`src/rtl/core/sla_ram.sv`:
```
// Generic single-write, single-read synchronous RAM with bit write mask.
module sla_ram #(
  parameter int unsigned WIDTH = 8,
  parameter int unsigned DEPTH = 256
) (
  input  logic                     clk_i,
  input  logic                     we_i,
  input  logic [$clog2(DEPTH)-1:0] waddr_i,
  input  logic [WIDTH-1:0]         wdata_i,
  input  logic [WIDTH-1:0]         wmask_i,
  input  logic [$clog2(DEPTH)-1:0] raddr_i,
  output logic [WIDTH-1:0]         rdata_o
);

  logic [WIDTH-1:0] mem_q [DEPTH];
  logic [WIDTH-1:0] rdata_q;

  always_ff @(posedge clk_i) begin
    if (we_i) begin
      for (int unsigned b = 0; b < WIDTH; b++) begin
        if (wmask_i[b]) begin
          mem_q[waddr_i][b] <= wdata_i[b];
        end
      end
    end
    rdata_q <= mem_q[raddr_i];
  end

  assign rdata_o = rdata_q;

endmodule

```
`config.mk`:
```
export PLATFORM = sky130hd
export DESIGN_NAME = sla_ram
export DESIGN_NICKNAME = d
export VERILOG_FILES = /design/src/rtl/core/sla_ram.sv
export SDC_FILE = /design/constraint.sdc
export NUM_CORES = 2
export LEC_CHECK = 0
export BUFFER_PORTS_ARGS = -buffer_cell sky130_fd_sc_hd__buf_4
export CORE_UTILIZATION = 25
export DETAILED_ROUTE_END_ITERATION = 10
export GPL_TIMING_DRIVEN = 0
export PLACE_DENSITY = 0.37
export SLEW_MARGIN = 10
export SYNTH_ARGS = -nofsm -noshare
export SYNTH_HDL_FRONTEND = slang
export SYNTH_SLANG_ARGS = --single-unit
```
`constraint.sdc`:
```
create_clock -name clk_i -period 2.16 [get_ports clk_i]
set_clock_uncertainty 0.1 [all_clocks]
set_input_delay 0 -clock clk_i [delete_from_list [all_inputs] [get_ports clk_i]]
set_output_delay 0 -clock clk_i [all_outputs]
set_load 0.05 [all_outputs]
```
==> results.sh <==
export IMPL_synth_edff_count=2048
export IMPL_place_area_um2=95500
export IMPL_grt_overflow=0
export IMPL_grtUsageTotal_pct=21.1
export IMPL_clockBufferDepth=4
export IMPL_wl_met2_um=174000
export IMPL_cts_buffers=239
export IMPL_fp_row_count=217
export IMPL_start_kind="input port"
export IMPL_syn_inst=5987
export IMPL_cts_tree="built"
export IMPL_total_power_mw=89.4
export IMPL_synth_cell_types=54
export IMPL_hold_class="in2reg"
export IMPL_wl_per_cell_um=34.0
export IMPL_insertion_delay_ns=0.96
export IMPL_worstSetupPathType="in2reg"
export IMPL_ios=42
export IMPL_via_per_inst=5.04
export IMPL_die_w_um=595
export IMPL_synth_seq_area_share_pct=70.2
export IMPL_fin_ws_ns=-0.475
export IMPL_outcome="complete, but fails checks"
export IMPL_grt_max_degree=141
export IMPL_wl_met3_um=27300
export IMPL_synthTopCellsByArea="edfxtp_1, mux4_2, nor2_1, mux2i_1, a22oi_1"
export IMPL_clock_sinks=2056
export IMPL_antenna_found_initial=31
export IMPL_gp_congestion=0.883
export IMPL_synth_top_area_cell="edfxtp_1"
export IMPL_tns_ns=-46.75
export IMPL_slew_limit_headroom_pct=4.26
export IMPL_synth_top_area_share_pct=70.0
export IMPL_critPathCaptureType="flip-flop"
export IMPL_setup_viol=271
export IMPL_cap_violations=0
export IMPL_yosysMostFrequentCell="nor2_1"
export IMPL_ys_top_cells_by_count="nor2_1, edfxtp_1, mux4_2"
export IMPL_postRouteAntennaNets=0
export IMPL_async_flop_share_pct=0
export IMPL_synth_area_um2=87800
export IMPL_critPathArrivalTime_ns=3.29
export IMPL_nNetsFinal=6417
export IMPL_design_die_area_um2=354000
export IMPL_syn_to_final_growth_pct=19.1
export IMPL_crit_fanout=10
export IMPL_synth_ff_type="edfxtp_1"
export IMPL_first_pass_iters=5
export IMPL_core_area_um2=349000
export IMPL_fmax_mhz=379
export IMPL_wl_met1_um=163000
export IMPL_rsz0062_at_grt="yes"
export IMPL_dp_slack_ns=-3.38
export IMPL_post_route_util_pct=29.9
export IMPL_violations="setup timing"
export IMPL_final_area_um2=105000
export IMPL_grt_pass1_wl_um=506000
export IMPL_top_layer="met5"
export IMPL_fin_crit_sh_pct=122
export IMPL_power_density_nw_per_um2=855
export IMPL_hold_violations=0
export IMPL_ctsHtreeMaxLevel=4
export IMPL_period_minus_slack_ns=2.64
export IMPL_dp_hpwl_um=268000
export IMPL_die_h_um=595
export IMPL_grt_pass1_vias=55611
export IMPL_vdd_ir_drop_max_uv=689
export IMPL_ys_seq_elements=2056
export IMPL_start_util_pct=25.1
export IMPL_drc=0
export IMPL_drt_iter0_drc=6821
export IMPL_p_leak_nw=31.9
export IMPL_avgSynthCellArea_um2=14.7
export IMPL_portBuffers=38
export IMPL_via_count=56345
export IMPL_root_buffer="clkbuf_16"
export IMPL_drive_above_1_share_pct=19.1
export IMPL_worstMarginPinSlew_ns=1.44
export IMPL_wirelength_um=381000
export IMPL_required_ns=2.82
export IMPL_cts_clk_slew_worst_paths_ns=0.06
export IMPL_synth_nets=6021
export IMPL_slew_violations=0
export IMPL_yosysWarnings=0
==> stage by stage <==
step                hold WS (ns)  cells
floorplan               -0.00113   5987
CTS                     0.000423  11167
global route              0.0112  11175
finish                    0.0100  11183
global placement           0.355  10624
detailed placement         0.308  10693
==> sequential cells by signal, summed over array words and instances (netlist names) <==
signal / flops
rdata_o: 8
mem_q: 2048
==> cells in the final DEF, fill, tap and decap left out, types with 13 or more instances in the layout <==
| cell | n |
|---|---|
| a21oi_1 | 53 |
| a21oi_2 | 29 |
| a221oi_1 | 13 |
| a22oi_1 | 151 |
| buf_1 | 27 |
| buf_12 | 31 |
| buf_16 | 24 |
| buf_2 | 25 |
| buf_4 | 101 |
| buf_6 | 28 |
| buf_8 | 30 |
| clkbuf_1 | 287 |
| clkbuf_16 | 241 |
| clkbuf_2 | 66 |
| clkbuf_4 | 13 |
| clkinv_1 | 55 |
| clkinv_2 | 33 |
| diode_2 | 14 |
| dlygate4sd3_1 | 42 |
| edfxtp_1 | 2048 |
| mux2i_1 | 133 |
| mux4_2 | 446 |
| nand2_1 | 277 |
| nand2_2 | 13 |
| nor2_1 | 2069 |
| nor3_2 | 20 |
| nor4_4 | 18 |
| o21ai_1 | 13 |
| o221ai_1 | 22 |
| o221ai_2 | 13 |
| o22ai_1 | 17 |
==> cell type report <==
| type | instances | area (µm²) |
|---|---|---|
| Fill cell | 35124 | 245000 |
| Antenna cell | 14 | 35.0 |
| Buffer | 442 | 2560 |
| Clock inverter | 105 | 717 |
| Sequential cell | 2056 | 61700 |
| Timing Repair Buffer | 160 | 2210 |
| Multi-Input combinational cell | 3480 | 25300 |
| Clock buffer | 323 | 6340 |
| Inverter | 4 | 23.8 |
| Tap cell | 4599 | 5750 |
==> repair_timing <==
action,in CTS,in global routing
pin swaps,39,24
endpoints found under the setup margin,28,1069
hold buffers,44,2
setup buffers,6,2
endpoints found under the hold margin,2114,10
resized for setup,288,63
==> final timing paths <==
| path | start | endpoint | slack (ns) | cells after the start |
|---|---|---|---|---|
| worst min register to register | mem_q[143][4] | rdata_o[4] | 1.15 | 5 |
| worst min-delay path | waddr_i[0] | mem_q[4][6] | 0.01 | 5 |
| worst max register to register | mem_q[207][6] | rdata_o[6] | -0.33 | 6 |
| worst max-delay path | raddr_i[5] | rdata_o[2] | -0.48 | 8 |
==> metal layers <==
metal | track usage (%) | up-vias
li1 | - | 23138
met1 | 28.9 | 30378
met2 | 33.4 | 2274
met3 | 3.64 | 549
met4 | 8.28 | 6
met5 | 0 | -
==> power breakdown <==
group / switching [mW] / total, mW / internal (mW)
clock network: 17.2 / 38.2 / 20.9
registers: 0.0178 / 44.0 / 44.0
logic: 5.36 / 7.28 / 1.92
total: 22.6 / 89.4 / 66.8
==> cell families after synthesis <==
| logic type | count (synthesis) | synth area share (%) |
|---|---|---|
| compound gates | 417 | 3.37 |
| buf+inv | 451 | 2.55 |
| simple gates | 2477 | 10.8 |
| flops | 2056 | 70.2 |
| mux | 586 | 13.0 |
==> critical path, stage by stage <==
cell and delay (ns):
buf_4 0.15, clkbuf_4 0.35, nor2_4 0.59, nand2_1 0.58
o211ai_1 0.75, nor4_2 0.12, buf_4 0.21, nor4_4 0.48
Power figures use the tool's default switching activity.
