[src/rtl/core/sla_pkg.sv]
// Shared types and constants for the slot list allocator.
package sla_pkg;

  localparam int unsigned POOL_ENTRIES = 256;
  localparam int unsigned IDX_W        = $clog2(POOL_ENTRIES);
  localparam int unsigned LINK_W       = $clog2(POOL_ENTRIES + 1);
  localparam int unsigned BK_W         = LINK_W + 1;

  typedef logic [IDX_W-1:0]  idx_t;
  typedef logic [LINK_W-1:0] link_t;

  // "None" is stored as the pool size
  localparam link_t LINK_NONE  = LINK_W'(POOL_ENTRIES);
  localparam idx_t  SWEEP_LAST = IDX_W'(POOL_ENTRIES - 1);
  localparam link_t FREE_HEAD_RST = LINK_W'(1);
  localparam link_t TAIL_RST      = LINK_W'(0);
  localparam link_t COUNT_RST     = LINK_W'(1);

  typedef enum logic [1:0] {
    FUNC_INIT   = 2'd0,
    FUNC_ALLOC  = 2'd1,
    FUNC_REMOVE = 2'd2,
    FUNC_READ   = 2'd3
  } func_e;

  typedef enum logic [1:0] {
    STAT_OK       = 2'd0,
    STAT_FULL     = 2'd1,
    STAT_HEAD     = 2'd2,
    STAT_NOT_USED = 2'd3
  } status_e;

  typedef enum logic [1:0] {
    SEQ_SWEEP,
    SEQ_IDLE,
    SEQ_EXEC,
    SEQ_WR2
  } seq_state_e;

  typedef struct packed {
    logic [1:0] func;
    logic [7:0] entry_index;
  } item_t;

  typedef struct packed {
    logic [1:0] status;
    logic [7:0] entry_out;
    logic       entry_valid;
    logic [8:0] live_count;
  } result_t;

  // back-link memory word: in-use mark above the back link
  typedef struct packed {
    logic  mark;
    link_t back;
  } bk_t;

  localparam logic [BK_W-1:0] BK_MASK_ALL  = {BK_W{1'b1}};
  localparam logic [BK_W-1:0] BK_MASK_BACK = {1'b0, {LINK_W{1'b1}}};

  typedef struct packed {
    logic            we;
    idx_t            waddr;
    bk_t             wdata;
    logic [BK_W-1:0] wmask;
    idx_t            raddr;
  } bmem_req_t;

  typedef struct packed {
    logic  we;
    idx_t  waddr;
    link_t wdata;
    idx_t  raddr;
  } fmem_req_t;

endpackage

[src/rtl/core/sla_seq.sv]
// Sequencer: read-modify-write of the link memories and list pointers.
module sla_seq (
  input  logic                clk_i,
  input  logic                rst_ni,
  input  logic                in_valid_i,
  input  sla_pkg::item_t      in_i,
  input  logic                out_free_i,
  output logic                in_stall_o,
  input  sla_pkg::bk_t        bmem_rdata_i,
  input  sla_pkg::link_t      fmem_rdata_i,
  output sla_pkg::bmem_req_t  bmem_req_o,
  output sla_pkg::fmem_req_t  fmem_req_o,
  output logic                res_valid_o,
  output sla_pkg::result_t    res_o
);
  import sla_pkg::*;

  seq_state_e state_q, state_d;
  idx_t       sweep_q, sweep_d;
  logic       report_q, report_d;
  link_t      free_head_q, free_head_d;
  link_t      tail_q, tail_d;
  link_t      count_q, count_d;

  logic [1:0] func_q, func_d;
  idx_t       idx_q, idx_d;
  logic       idx_ok_q, idx_ok_d;
  logic       w2_en_q, w2_en_d;
  link_t      w2_addr_q, w2_addr_d;
  link_t      w2_data_q, w2_data_d;

  logic       fire;
  logic       is_tail;
  link_t      prev, next;

  assign prev    = bmem_rdata_i.back;
  assign next    = fmem_rdata_i;
  assign is_tail = (LINK_W'(idx_q) == tail_q);

  always_comb begin
    state_d     = state_q;
    sweep_d     = sweep_q;
    report_d    = report_q;
    free_head_d = free_head_q;
    tail_d      = tail_q;
    count_d     = count_q;
    func_d      = func_q;
    idx_d       = idx_q;
    idx_ok_d    = idx_ok_q;
    w2_en_d     = w2_en_q;
    w2_addr_d   = w2_addr_q;
    w2_data_d   = w2_data_q;

    bmem_req_o  = '0;
    fmem_req_o  = '0;
    // reads are only used from the accepting cycle
    if (in_i.func == FUNC_ALLOC) begin
      bmem_req_o.raddr = IDX_W'(free_head_q);
    end else begin
      bmem_req_o.raddr = IDX_W'(in_i.entry_index);
    end
    fmem_req_o.raddr = IDX_W'(in_i.entry_index);

    res_valid_o = 1'b0;
    res_o       = '0;

    in_stall_o  = !((state_q == SEQ_IDLE) && out_free_i);
    fire        = in_valid_i && !in_stall_o;

    case (state_q)
      SEQ_SWEEP: begin
        bmem_req_o.we         = 1'b1;
        bmem_req_o.waddr      = sweep_q;
        bmem_req_o.wmask      = BK_MASK_ALL;
        bmem_req_o.wdata.mark = (sweep_q == '0);
        bmem_req_o.wdata.back = (sweep_q == '0) ? LINK_NONE
                                                : LINK_W'(sweep_q) + LINK_W'(1);
        fmem_req_o.we         = 1'b1;
        fmem_req_o.waddr      = sweep_q;
        fmem_req_o.wdata      = LINK_NONE;
        if (sweep_q == SWEEP_LAST) begin
          state_d = SEQ_IDLE;
          if (report_q) begin
            res_valid_o       = 1'b1;
            res_o.status      = STAT_OK;
            res_o.entry_valid = 1'b1;
            res_o.live_count  = 9'(count_q);
          end
        end else begin
          sweep_d = sweep_q + IDX_W'(1);
        end
      end

      SEQ_IDLE: begin
        if (fire) begin
          func_d   = in_i.func;
          idx_d    = IDX_W'(in_i.entry_index);
          idx_ok_d = (32'(in_i.entry_index) < 32'(POOL_ENTRIES));
          if (in_i.func == FUNC_INIT) begin
            sweep_d     = '0;
            report_d    = 1'b1;
            free_head_d = FREE_HEAD_RST;
            tail_d      = TAIL_RST;
            count_d     = COUNT_RST;
            state_d     = SEQ_SWEEP;
          end else begin
            state_d = SEQ_EXEC;
          end
        end
      end

      SEQ_EXEC: begin
        state_d      = SEQ_IDLE;
        res_valid_o  = 1'b1;
        res_o.status = STAT_OK;
        case (func_q)
          FUNC_ALLOC: begin
            if (free_head_q == LINK_NONE) begin
              res_o.status = STAT_FULL;
            end else begin
              bmem_req_o.we         = 1'b1;
              bmem_req_o.waddr      = IDX_W'(free_head_q);
              bmem_req_o.wmask      = BK_MASK_ALL;
              bmem_req_o.wdata.mark = 1'b1;
              bmem_req_o.wdata.back = tail_q;
              fmem_req_o.we         = 1'b1;
              fmem_req_o.waddr      = IDX_W'(free_head_q);
              fmem_req_o.wdata      = LINK_NONE;
              free_head_d           = bmem_rdata_i.back;
              tail_d                = free_head_q;
              count_d               = count_q + LINK_W'(1);
              // old tail gets its forward link in the next cycle
              w2_en_d               = (tail_q < LINK_NONE);
              w2_addr_d             = tail_q;
              w2_data_d             = free_head_q;
              res_o.entry_out       = 8'(free_head_q);
              res_o.entry_valid     = 1'b1;
              state_d               = SEQ_WR2;
            end
          end

          FUNC_REMOVE: begin
            if (!idx_ok_q || !bmem_rdata_i.mark) begin
              res_o.status = STAT_NOT_USED;
            end else if (idx_q == '0) begin
              res_o.status = STAT_HEAD;
            end else begin
              bmem_req_o.we         = 1'b1;
              bmem_req_o.waddr      = idx_q;
              bmem_req_o.wmask      = BK_MASK_ALL;
              bmem_req_o.wdata.mark = 1'b0;
              bmem_req_o.wdata.back = free_head_q;
              fmem_req_o.we         = (prev < LINK_NONE);
              fmem_req_o.waddr      = IDX_W'(prev);
              fmem_req_o.wdata      = next;
              if (is_tail) begin
                tail_d = prev;
              end
              // successor's back link is patched in the next cycle
              w2_en_d     = !is_tail && (next < LINK_NONE);
              w2_addr_d   = next;
              w2_data_d   = prev;
              free_head_d = LINK_W'(idx_q);
              if (count_q != '0) begin
                count_d = count_q - LINK_W'(1);
              end
              state_d = SEQ_WR2;
            end
          end

          FUNC_READ: begin
            if (!idx_ok_q) begin
              res_o.status = STAT_NOT_USED;
            end else if (fmem_rdata_i < LINK_NONE) begin
              res_o.entry_out   = 8'(fmem_rdata_i);
              res_o.entry_valid = 1'b1;
            end
          end

          default: begin
          end
        endcase
        res_o.live_count = 9'(count_d);
      end

      SEQ_WR2: begin
        state_d = SEQ_IDLE;
        case (func_q)
          FUNC_ALLOC: begin
            fmem_req_o.we    = w2_en_q;
            fmem_req_o.waddr = IDX_W'(w2_addr_q);
            fmem_req_o.wdata = w2_data_q;
          end
          FUNC_REMOVE: begin
            bmem_req_o.we         = w2_en_q;
            bmem_req_o.waddr      = IDX_W'(w2_addr_q);
            bmem_req_o.wmask      = BK_MASK_BACK;
            bmem_req_o.wdata.back = w2_data_q;
          end
          default: begin
          end
        endcase
      end

      default: begin
        state_d = SEQ_IDLE;
      end
    endcase
  end

  always_ff @(posedge clk_i or negedge rst_ni) begin
    if (!rst_ni) begin
      state_q     <= SEQ_SWEEP;
      sweep_q     <= '0;
      report_q    <= 1'b0;
      free_head_q <= FREE_HEAD_RST;
      tail_q      <= TAIL_RST;
      count_q     <= COUNT_RST;
    end else begin
      state_q     <= state_d;
      sweep_q     <= sweep_d;
      report_q    <= report_d;
      free_head_q <= free_head_d;
      tail_q      <= tail_d;
      count_q     <= count_d;
    end
  end

  always_ff @(posedge clk_i) begin
    func_q    <= func_d;
    idx_q     <= idx_d;
    idx_ok_q  <= idx_ok_d;
    w2_en_q   <= w2_en_d;
    w2_addr_q <= w2_addr_d;
    w2_data_q <= w2_data_d;
  end

endmodule

[config.mk]
export PLATFORM = sky130hd
export DESIGN_NAME = sla_seq
export DESIGN_NICKNAME = d
export VERILOG_FILES = /design/src/rtl/core/sla_pkg.sv /design/src/rtl/core/sla_seq.sv
export SDC_FILE = /design/constraint.sdc
export NUM_CORES = 1
export LEC_CHECK = 0
export BUFFER_PORTS_ARGS = -buffer_cell sky130_fd_sc_hd__buf_2
export CORE_ASPECT_RATIO = 0.8
export CORE_MARGIN = 5
export CORE_UTILIZATION = 59
export CTS_CLUSTER_DIAMETER = 150
export DETAILED_ROUTE_END_ITERATION = 16
export PLACE_DENSITY = 0.83
export SLEW_MARGIN = 40
export SYNTH_ARGS = -nofsm -noshare
export SYNTH_HDL_FRONTEND = slang
export SYNTH_SLANG_ARGS = --single-unit
[constraint.sdc]
create_clock -name clk_i -period 5.1 [get_ports clk_i]
set_clock_uncertainty 0.2 [all_clocks]
set_input_delay 0.51 -clock clk_i [delete_from_list [all_inputs] [get_ports clk_i]]
set_output_delay 0.51 -clock clk_i [all_outputs]
set_load 0.01 [all_outputs]
==> impl_metrics.ini <==
[clock_tree]
cts_max_path_buffers = 2
clk_pin_slew_ns = 0.08
cts_buffers = 9
cts_sinks = 66
cts_tree = done
cts_max_level = 3
ctsResizeCount = 0
hold_buffers = 1
worstSkewPairLatency_ns = 0.36
cts_setup_buffers = 0
cts_root_buf = clkbuf_8

[sta]
rsz0062_at_grt = false
hold_violations = 0
fmax_ghz = 0.2429
period_minus_slack_ns = 4.116
min_period_over_period = 0.8071
report.final.slew_viol_count = 0
tightest_slew_ns = 0.8225
fin_tns_setup_ns = 0
setup_violations = 0
slew-limit-headroom = 0.4480

[setup_path]
slowest_stage = and2_1
crit_top_cell = buf_4
cp_num_buf_inv = 4
path_max_fanout = 18
worst_r2r_path_depth = 8
cp-end-kind = primary output
critPathKind = reg2out
cp-start-kind = flop
path_depth = 10
critPathMaxStageDelay_ns = 0.47
worstPathRequired_ns = 4.39
cpLargestDelayFamily = simple AND/OR/NAND/NOR gates
path_cells = inv_1 -> ha_1 -> buf_4 -> nor2b_1 -> and3_1 -> and2_1 -> buf_4 -> a222oi_1 -> a21oi_1 -> buf_2
crit_arrival_ns = 3.41

[job]
maxCapViolations = 0

[placed_design]
portBuffers = 117
dpl_cell_area_um2 = 5490
dp_hpwl_um = 13530
gp_congestion = 1.014

[global_route]
grt_overflow_total = 0
grtUsageTotal = 0.3426
grt_pass1_wl_um = 27970
grt_pass1_vias = 4930
grt_antenna_before_repair = 0
grt_max_degree = 46

[logic_synthesis]
synth_seq_cells = 66
yosys.area.top_type_share = 0.1801
synth_top_family_by_area = compound AO/OA/AOI/OAI gates
synthCells = 569
synth_compound_area_frac = 0.2409
async_reset_ff_frac = 0.5758
synth_top_cell_by_area = dfrtp_1
yosys_warnings = 0
ys_types = 63
synth_area_um2 = 5001
syn_nets = 615
synth-main-ff-cell = dfrtp_1
synth_mux_area_frac = 0.08882
yosysMostFrequentCell = nand2_1
yosys.area_share.simple = 0.1824
ys_top_cells_by_count = 74 x nand2_1, 43 x nor2_1, 39 x a22oi_1, 36 x dfrtp_1, 35 x a21oi_1
syn_area_per_cell_um2 = 8.789
synth_xor_area_frac = 0.02802
synth_fa_ha_area_frac = 0.03252
yosysSeqAreaShare = 0.3588
synthTopCellsByArea = dfrtp_1 18%, edfxtp_1 17%, a22oi_1 5.9%
synth-edff-count = 28

[detailed_routing]
drtAntennaViolNets = 0
dr.pass1.iters = 9
vias = 5241
avgViaCountPerCell = 6.851
drt_wl_total_um = 17740
wl_per_cell_um = 23.19
drc = 0
drt_iter0_drc = 853

[die]
row_count = 30
num_io_pins = 118
die_h_um = 92.35
die_w_um = 112.9
initial_core_util = 0.5975
core_area_um2 = 8371
dieArea_um2 = 10430

[power]
powerDensity_nw_per_um2 = 378.5
max-vdd-ir-drop_v = 0.0002812
p_leak_nw = 2.490
p_total_mw = 2.158

[cells_and_area]
diodes = 0
fillers = 726
drive_above_1_share = 0.2695
nNetsFinal = 694
final_area_um2 = 5700
syn2layout_area_growth_pct = 13.99

[status]
status = finished, final reports clean

[min_path]
min_delay_path_depth = 1
hold_path_class = in2reg
==> placed cells by master, fill, tap and decap left out, types with 4 or more instances in the layout <==
master,instances
a222oi_1,9
dfrtp_1,36
nor4_1,5
mux2_2,25
o21ai_0,25
nand2_1,74
and3_1,8
nand2b_1,7
a31oi_1,13
mux2i_1,14
nor3_1,9
nand3_1,16
inv_1,12
a22o_1,17
clkbuf_8,9
edfxtp_1,28
ha_1,11
buf_2,116
a21oi_1,34
buf_4,7
and2_1,4
a22oi_1,39
o21ai_1,6
nor2b_1,5
nor2_1,43
a32oi_1,6
xor2_1,13
==> stage by stage <==
step	setup WS [ns]	util	cells	hold slack (ns)
floorplan	2.051	-	569	0.01441
global placement	1.631	0.6547	748	0.2707
detailed placement	1.464	0.6559	748	0.2714
CTS	1.069	0.6810	765	0.1296
global route	0.8157	0.6810	765	0.1234
finish	0.9836	0.6810	765	0.1490
==> where the power goes <==
part / internal [mW] / switching [mW] / total [mW]
registers: 0.627 / 0.121 / 0.747
logic: 0.335 / 0.613 / 0.947
clock network: 0.230 / 0.233 / 0.463
total: 1.19 / 0.967 / 2.16
==> flip-flops by register name, summed over array words and instances, names as in the netlist, 2 cells and up <==
| signal | flops |
|---|---|
| func_q | 2 |
| idx_q | 8 |
| w2_data_q | 9 |
| free_head_q | 9 |
| state_q | 2 |
| count_q | 9 |
| w2_addr_q | 8 |
| tail_q | 9 |
| sweep_q | 8 |
==> area by class of cell <==
class                           count  area, um2  share of cell area
Clock buffer                        9      123.9             0.02173
Clock inverter                      7      76.32             0.01339
Inverter                           13      48.80            0.008560
Multi-Input combinational cell    434       2874              0.5042
Sequential cell                    66       1794              0.3147
Tap cell                          112      140.1             0.02458
Timing Repair Buffer              124      643.1              0.1128
==> layer usage <==
metal | track usage | up-vias | wire [um]
met4 | 0.09810 | 0 | 269
li1 | - | 2281 | -
met3 | 0.1039 | 26 | 2628
met2 | 0.4744 | 432 | 7406
met1 | 0.5129 | 2502 | 7435
met5 | 0 | - | 0
==> cell families after synthesis <==
family | Yosys count
AOI/OAI and AO/OA | 174
xor gates and xnor gates | 16
adders and majority gates | 13
buffers and inverters | 69
DFF | 66
muxes | 41
and+or+nand+nor | 190
==> worst reg2reg max path: stages (launching register included) <==
cell and delay [ns]:
dfrtp_1 0.44, inv_1 0.17, ha_1 0.34, and3_1 0.63
nand2_1 0.31, o21ai_1 0.54, o21ai_2 0.33, nand2_1 0.15
o21ai_0 0.11
==> final timing paths <==
| path | slack, ns | from | endpoint |
|---|---|---|---|
| setup / recovery | 0.98 | state_q[0]$_DFFE_PN0P_ | bmem_req_o[24] |
| hold / removal | 0.15 | in_i[7] | idx_q[7]$_DFFE_PP_ |
| setup reg to reg | 1.76 | state_q[1]$_DFFE_PN0P_ | free_head_q[1]$_DFFE_PN0P_ |
| hold reg to reg | 0.29 | report_q$_DFFE_PN0P_ | report_q$_DFFE_PN0P_ |
| max in group asynchronous | 3.83 | rst_ni | count_q[0]$_DFFE_PN1P_ |
| min in group asynchronous | 0.47 | rst_ni | count_q[3]$_DFFE_PN0P_ |
Note: power is estimated with default switching activity, not from simulation.
